`config.mk`:
```
export PLATFORM = sky130hd
export DESIGN_NAME = bba_ctrl
export DESIGN_NICKNAME = d
export VERILOG_FILES = /design/src/hw/rtl/bba_pkg.sv /design/src/hw/rtl/bba_ctrl.sv
export SDC_FILE = /design/constraint.sdc
export NUM_CORES = 1
export LEC_CHECK = 0
export BUFFER_PORTS_ARGS = -buffer_cell sky130_fd_sc_hd__buf_2
export CAP_MARGIN = 20
export CORE_AREA = 2 2 39 41
export CTS_CLUSTER_SIZE = 40
export DETAILED_ROUTE_END_ITERATION = 16
export DIE_AREA = 0 0 41 43
export GPL_TIMING_DRIVEN = 0
export PLACE_DENSITY = 0.71
export SLEW_MARGIN = 15
export SYNTH_ARGS = -nofsm -noshare
export SYNTH_HDL_FRONTEND = slang
export SYNTH_SLANG_ARGS = --single-unit
```
`constraint.sdc`:
```
create_clock -name clk_i -period 3.7 [get_ports clk_i]
set_clock_uncertainty 0.2 [all_clocks]
set_input_delay 0.74 -clock clk_i [delete_from_list [all_inputs] [get_ports clk_i]]
set_output_delay 0.74 -clock clk_i [all_outputs]
set_load 0.01 [all_outputs]
```
`src/hw/rtl/bba_pkg.sv`:
```
// Shared constants, codes and controller/datapath interface types of the block allocator.
`default_nettype none

package bba_pkg;

  localparam int MAX_BLOCKS  = 4096;
  localparam int MAX_REQUEST = 64;

  // Field widths of the interface words.
  localparam int CNT_W = 13;
  localparam int REQ_W = 7;
  localparam int IDX_W = 12;
  localparam int ST_W  = 2;

  // Bitmap organisation: one memory row holds WORD_W block bits.
  localparam int WORD_W    = 32;
  localparam int NUM_WORDS = MAX_BLOCKS / WORD_W;
  localparam int ADDR_W    = $clog2(NUM_WORDS);
  localparam int BIT_W     = $clog2(WORD_W);
  localparam int NW_W      = CNT_W - BIT_W;

  localparam logic [CNT_W-1:0] BLOCK_COUNT_RESET = CNT_W'(4096);

  typedef enum logic [ST_W-1:0] {
    ST_GRANTED = 2'd0,
    ST_NOSPACE = 2'd1,
    ST_FREED   = 2'd2,
    ST_RANGE   = 2'd3
  } status_e;

  typedef enum logic {
    OP_RESERVE = 1'b0,
    OP_FREE    = 1'b1
  } op_e;

  typedef enum logic [3:0] {
    S_CLEAR,
    S_RC_INIT,
    S_RC_RUN,
    S_RC_DRAIN,
    S_IDLE,
    S_DISPATCH,
    S_EMIT_RANGE,
    S_EMIT_NOSPACE,
    S_FR_WAIT,
    S_FR_EMIT,
    S_RS_READ,
    S_RS_LOAD,
    S_RS_SCAN,
    S_RS_WRITE
  } state_e;

  typedef struct packed {
    logic    in_ready;
    logic    addr_clr;
    logic    addr_inc;
    logic    rd_en;
    logic    rd_idx;
    logic    wr_zero;
    logic    wr_cur;
    logic    wr_free;
    logic    rc_init;
    logic    rc_acc;
    logic    rc_load;
    logic    rs_init;
    logic    cur_load;
    logic    grant;
    logic    emit;
    status_e emit_st;
  } bba_cmd_t;

  typedef struct packed {
    logic pending;
    logic addr_last;
    logic is_free;
    logic idx_ok;
    logic req_ok;
    logic has_free;
    logic remain_one;
    logic remain_zero;
    logic out_ready;
    logic in_accept;
  } bba_status_t;

endpackage

`default_nettype wire

```
`src/hw/rtl/bba_ctrl.sv`:
```
// Controller state machine of the block allocator.
`default_nettype none

module bba_ctrl (
  input  logic                 clk_i,
  input  logic                 rst_ni,
  input  bba_pkg::bba_status_t status_i,
  output bba_pkg::bba_cmd_t    cmd_o
);
  import bba_pkg::*;

  state_e state_q, state_d;

  always_ff @(posedge clk_i or negedge rst_ni) begin
    if (!rst_ni) begin
      state_q <= S_CLEAR;
    end else begin
      state_q <= state_d;
    end
  end

  always_comb begin
    state_d = state_q;
    unique case (state_q)
      S_CLEAR: begin
        if (status_i.addr_last) state_d = S_RC_INIT;
      end
      S_RC_INIT: state_d = S_RC_RUN;
      S_RC_RUN: begin
        if (status_i.addr_last) state_d = S_RC_DRAIN;
      end
      S_RC_DRAIN: state_d = S_IDLE;
      S_IDLE: begin
        priority if (status_i.pending) begin
          state_d = S_RC_INIT;
        end else if (status_i.in_accept) begin
          state_d = S_DISPATCH;
        end
      end
      S_DISPATCH: begin
        priority if (status_i.is_free) begin
          state_d = status_i.idx_ok ? S_FR_WAIT : S_EMIT_RANGE;
        end else begin
          state_d = status_i.req_ok ? S_RS_READ : S_EMIT_NOSPACE;
        end
      end
      S_EMIT_RANGE, S_EMIT_NOSPACE, S_FR_EMIT: begin
        if (status_i.out_ready) state_d = S_IDLE;
      end
      S_FR_WAIT: state_d = S_FR_EMIT;
      S_RS_READ: state_d = S_RS_LOAD;
      S_RS_LOAD: state_d = S_RS_SCAN;
      S_RS_SCAN: begin
        priority if (!status_i.has_free) begin
          state_d = S_RS_WRITE;
        end else if (status_i.out_ready && status_i.remain_one) begin
          state_d = S_RS_WRITE;
        end
      end
      S_RS_WRITE: state_d = status_i.remain_zero ? S_IDLE : S_RS_READ;
      default: state_d = S_CLEAR;
    endcase
  end

  always_comb begin
    cmd_o         = '0;
    cmd_o.emit_st = ST_GRANTED;
    unique case (state_q)
      S_CLEAR: begin
        cmd_o.wr_zero  = 1'b1;
        cmd_o.addr_inc = 1'b1;
      end
      S_RC_INIT: begin
        cmd_o.rc_init  = 1'b1;
        cmd_o.addr_clr = 1'b1;
      end
      S_RC_RUN: begin
        cmd_o.rd_en    = 1'b1;
        cmd_o.addr_inc = 1'b1;
        cmd_o.rc_acc   = 1'b1;
      end
      S_RC_DRAIN: begin
        cmd_o.rc_acc  = 1'b1;
        cmd_o.rc_load = 1'b1;
      end
      S_IDLE: cmd_o.in_ready = !status_i.pending;
      S_DISPATCH: begin
        if (status_i.is_free) begin
          cmd_o.rd_en  = status_i.idx_ok;
          cmd_o.rd_idx = 1'b1;
        end else begin
          cmd_o.rs_init  = 1'b1;
          cmd_o.addr_clr = 1'b1;
        end
      end
      S_EMIT_RANGE: begin
        cmd_o.emit    = status_i.out_ready;
        cmd_o.emit_st = ST_RANGE;
      end
      S_EMIT_NOSPACE: begin
        cmd_o.emit    = status_i.out_ready;
        cmd_o.emit_st = ST_NOSPACE;
      end
      S_FR_WAIT: cmd_o.wr_free = 1'b1;
      S_FR_EMIT: begin
        cmd_o.emit    = status_i.out_ready;
        cmd_o.emit_st = ST_FREED;
      end
      S_RS_READ: cmd_o.rd_en = 1'b1;
      S_RS_LOAD: cmd_o.cur_load = 1'b1;
      S_RS_SCAN: cmd_o.grant = status_i.has_free && status_i.out_ready;
      S_RS_WRITE: begin
        cmd_o.wr_cur   = 1'b1;
        cmd_o.addr_inc = 1'b1;
      end
      default: cmd_o.emit_st = ST_GRANTED;
    endcase
  end

endmodule

`default_nettype wire

```
Word level (Yosys, flattened, before mapping)
Index checks and enable logic that the tools add are counted.
{ "totals": {"register_bits": 4, "latch_bits": 0, "mem_bits_rw": 0, "rom_bits": 0, "input_bits": 12, "output_inout_bits": 17, "elab_cells": 58, "n_memories": 0} }
{ "op_classes": {"add_sub_neg": 0, "mul": 0, "div_mod_pow": 0, "order_cmp": 0, "eq_ne": 18, "n_shift": 0, "muxes": 30, "bitwise_logic": 0, "reduce_logical": 9} }
{ "op_table": {"columns": ["cell", "count"], "rows": [
  ["4-bit one-hot mux with 12 select lines", 1],
  ["4-bit 2-to-1 mux", 11],
  ["4-bit equality test (second input constant)", 6],
  ["4-bit by 3-bit equality test with 1-bit output (second input constant)", 4],
  ["1-bit 2-to-1 mux", 14],
  ["4-bit by 2-bit equality test with 1-bit output (second input constant)", 2],
  ["3-bit inequality test (second input constant)", 2],
  ["2-bit one-hot mux with 3 select lines", 1],
  ["3-bit OR reduction", 2],
  ["5-bit AND reduction", 1],
  ["4-bit by 1-bit equality test with 1-bit output (second input constant)", 1],
  ["4-bit zero test", 1],
  ["2-bit inequality test (second input constant)", 2],
  ["1-bit one-hot mux with 2 select lines", 2],
  ["2-bit OR reduction", 2],
  ["1-bit logical AND", 2],
  ["2-bit 2-to-1 mux", 1],
  ["2-bit by 1-bit inequality test with 1-bit output (second input constant)", 1],
  ["1-bit zero test", 1]
]} }

Longest topological paths before layout
{ "logic_depth": {"word_depth": 4, "depth_mapped": 5, "depth_no_buf": 4} }

Worst setup path after synthesis
No wires, ideal clock.
{ "synth_path": {"path_type": "flip-flop to output port", "from": "register state_q[3]", "to": "output cmd_o[15] (netlist bit)", "arrival_ns": 1.312, "required_ns": 2.760, "slack_ns": 1.448, "stages_incl_launch_ff": 4, "path_buffers": 1, "path_cell_list": "dfrtp_1 clkbuf_1 nor4_1 or2_1"} }
{ "synth_lines": {"columns": ["element", "line", "text"], "rows": [
  ["start: declaration", "bba_ctrl.sv:12", "state_e state_q, state_d;"],
  ["start signal: assignment", "bba_ctrl.sv:18", "state_q <= state_d;"],
  ["end: declaration", "bba_ctrl.sv:8", "output bba_pkg::bba_cmd_t cmd_o"]
]} }

==> results.json <==
{
  "maxSlewViolCount": 0,
  "crit_slowest_cell": "dfrtp_1",
  "hold_ws_ns": 0.102,
  "crit_arrival_ns": 1.54,
  "yosysTopAreaCellShare": 0.199,
  "outcome": "finished clean",
  "cp-end-kind": "primary output",
  "yosys_most_used_dff": "dfrtp_1",
  "cp_max_fo": 10,
  "dieArea_mm2": 0.00176,
  "synth_seq_cells": 4,
  "hold_viol": 0,
  "cts_tree": "yes",
  "drive_gt1_frac": 0.390,
  "fillers": 148,
  "grt_pass1_vias": 544,
  "post-route-period-util": 0.670,
  "yosys_warnings": 0,
  "path_cells": "clkbuf_1 > and3_1 > a21o_1 > buf_2",
  "synth.avg_cell_area_um2": 7.29,
  "clkPwrFrac": 0.106,
  "insertion_delay_ns": 0.23,
  "p_sw_frac": 0.505,
  "drc": 0,
  "grt_max_degree": 11,
  "cts_buffer_depth": 2,
  "p_leak_nw": 0.374,
  "h-tree-depth": 1,
  "hold_class": "input port to async pin",
  "yosysSeqAreaShare": 0.199,
  "start_kind": "register",
  "fin_crit_ns": 2.48,
  "synth-async-reset-ratio": 1.00,
  "vias": 645,
  "num_rows": 14,
  "post_cts_buffers": 0,
  "cts_hold_buf": 0,
  "grt_pass1_wl_mm": 2.08,
  "synth_nets": 81,
  "port_buffers": 28,
  "dieHeight_um": 43,
  "largest-register": "state_q",
  "pwr-share-comb": 0.712,
  "drtIter0Drc": 9,
  "ios": 29,
  "p_seq_frac": 0.182,
  "irDropWorstVdd_mv": 0.270,
  "r2r-start": "state_q[2]$_DFFE_PN0P_",
  "synth_area_um2": 503,
  "cts.reportedPaths.clkPinSlew_ns": 0.04,
  "wl_per_cell_um": 12.5,
  "start_util": 0.363,
  "path_class": "register to primary output",
  "syn_inst": 69,
  "worst_pin_slew_ns": 0.418,
  "top_regs": "state_q: 4 flops",
  "via_per_inst": 5.56,
  "maxCapViolations": 0,
  "cts_resized": 0,
  "tns_ns": 0,
  "ys_types": 34,
  "grt_antenna_before_repair": 0,
  "synth_edf_count": 0,
  "die_w_um": 41,
  "routed_wl_mm": 1.46,
  "grt_overflow_total": 0,
  "postRouteAntennaNets": 0,
  "power_switching_mw": 0.256,
  "area_delta_synth_final_pct": 36.3,
  "rsz0062_at_grt": "false",
  "setup_violations": 0,
  "synth_largest_area_cell": "dfrtp_1",
  "p_per_area_mw_per_mm2": 738,
  "largest_reg_flops": 4,
  "slew_headroom": 0.721,
  "nets": 114,
  "dp_hpwl_mm": 1.11,
  "p_int_mw": 0.250,
  "globalplace.congestion": 0.855,
  "coreArea_mm2": 0.00138,
  "cts_buffers": 3,
  "cts-root-buf": "clkbuf_4",
  "slowest_delay_ns": 0.46,
  "critical_path_required_ns": 2.76,
  "fin_util": 0.495,
  "antennaDiodeCount": 0,
  "grt_use_total": 0.166,
  "clock-sinks": 4,
  "startpoint": "state_q[2]$_DFFE_PN0P_",
  "drtPass1Iterations": 4,
  "fmax_mhz": 404,
  "synth_top_cells_by_area": "dfrtp_1 (20%), nor2_1 (6.0%), nand2_1 (5.2%)"
}
-- synthesized netlist by cell type (2+ instances only) --
| library cell | count |
|---|---|
| o21a_1 | 2 |
| and3_1 | 3 |
| dfrtp_1 | 4 |
| nor2_1 | 8 |
| nand2_1 | 7 |
| a21o_1 | 2 |
| o211ai_1 | 2 |
| a31oi_1 | 3 |
| inv_1 | 4 |
| nor2b_1 | 2 |
| nand2b_1 | 2 |
| nor3_1 | 3 |
| o21ai_0 | 2 |
| nor4_1 | 3 |
| clkbuf_1 | 3 |
-- critical path, delay by kind of cell (launching register included) --
family	cells	cell delay, ns
flip-flops	1	0.46
AND/OR/NAND/NOR	1	0.25
AO/OA/AOI/OAI	1	0.09
buffers and inverters	2	0.50
-- worst paths after layout --
check                                         endpoint  slack, ns  depth (start not counted)
worst max-delay path                         cmd_o[14]       1.22                          4
worst min-delay path            state_q[1]$_DFFE_PN0P_       0.10                          1
worst max register to register  state_q[2]$_DFFE_PN0P_       1.91                          4
worst min register to register  state_q[1]$_DFFE_PN0P_       0.55                          3
max in group asynchronous       state_q[2]$_DFFE_PN0P_       3.08                          1
min in group clk_i              state_q[1]$_DFFE_PN0P_       0.55                          3
-- layout make-up --
cell class	count	area, um^2	area share
Multi-Input combinational cell	56	368	0.536
Timing Repair Buffer	28	140	0.204
Sequential cell	4	100	0.146
Clock buffer	3	22.5	0.0328
Tap cell	16	20.0	0.0292
Inverter	5	18.8	0.0274
Buffer	4	16.3	0.0237
-- cells in the final DEF (no fill, tap or decap), drive strengths merged, types with 3 or more instances in the layout --
cell type	synthesis	layout
inv	5	5
and3	3	3
dfrtp	4	4
nor4	3	3
nor3	3	3
nand2	7	7
buf	1	29
o21ai	3	3
clkbuf	3	6
a31oi	3	3
nor2	8	8
-- layer usage --
layer / vias up / GRT usage / wire length [um]
met5: - / 0 / 0
met4: 0 / 0.0733 / 29
met3: 4 / 0 / 97
met1: 289 / 0.207 / 598
met2: 30 / 0.281 / 730
li1: 322 / - / -
-- power groups by stage --
stage	sequential (mW)	combinational, mW	clock [mW]
3_5_place_dp	0.0923	0.355	0
4_1_cts	0.0923	0.361	0.0542
6_report	0.0922	0.360	0.0534
5_1_grt	0.0965	0.396	0.0551
3_3_place_gp	0.0913	0.349	0
2_1_floorplan	0.0821	0.255	0
-- logic make-up (layout without fill, tap and decap cells) --
group,Yosys count,count (layout),share of synthesized area
AO/OA/AOI/OAI,19,19,0.298
buffers and inverters,9,40,0.0696
flip-flops,4,4,0.199
multiplexers,2,2,0.0423
AND/OR/NAND/NOR,35,35,0.391
-- stage by stage --
stage | setup slack [ns] | std cells | total power, mW | cell area (um^2)
floorplan | 1.45 | 69 | 0.337 | 503
detailed placement | 1.47 | 113 | 0.447 | 663
global placement | 1.49 | 113 | 0.440 | 663
global route | 1.11 | 116 | 0.548 | 686
CTS | 1.23 | 116 | 0.508 | 686
finish | 1.22 | 116 | 0.506 | 686
Note: power is estimated with default switching activity, not from simulation.
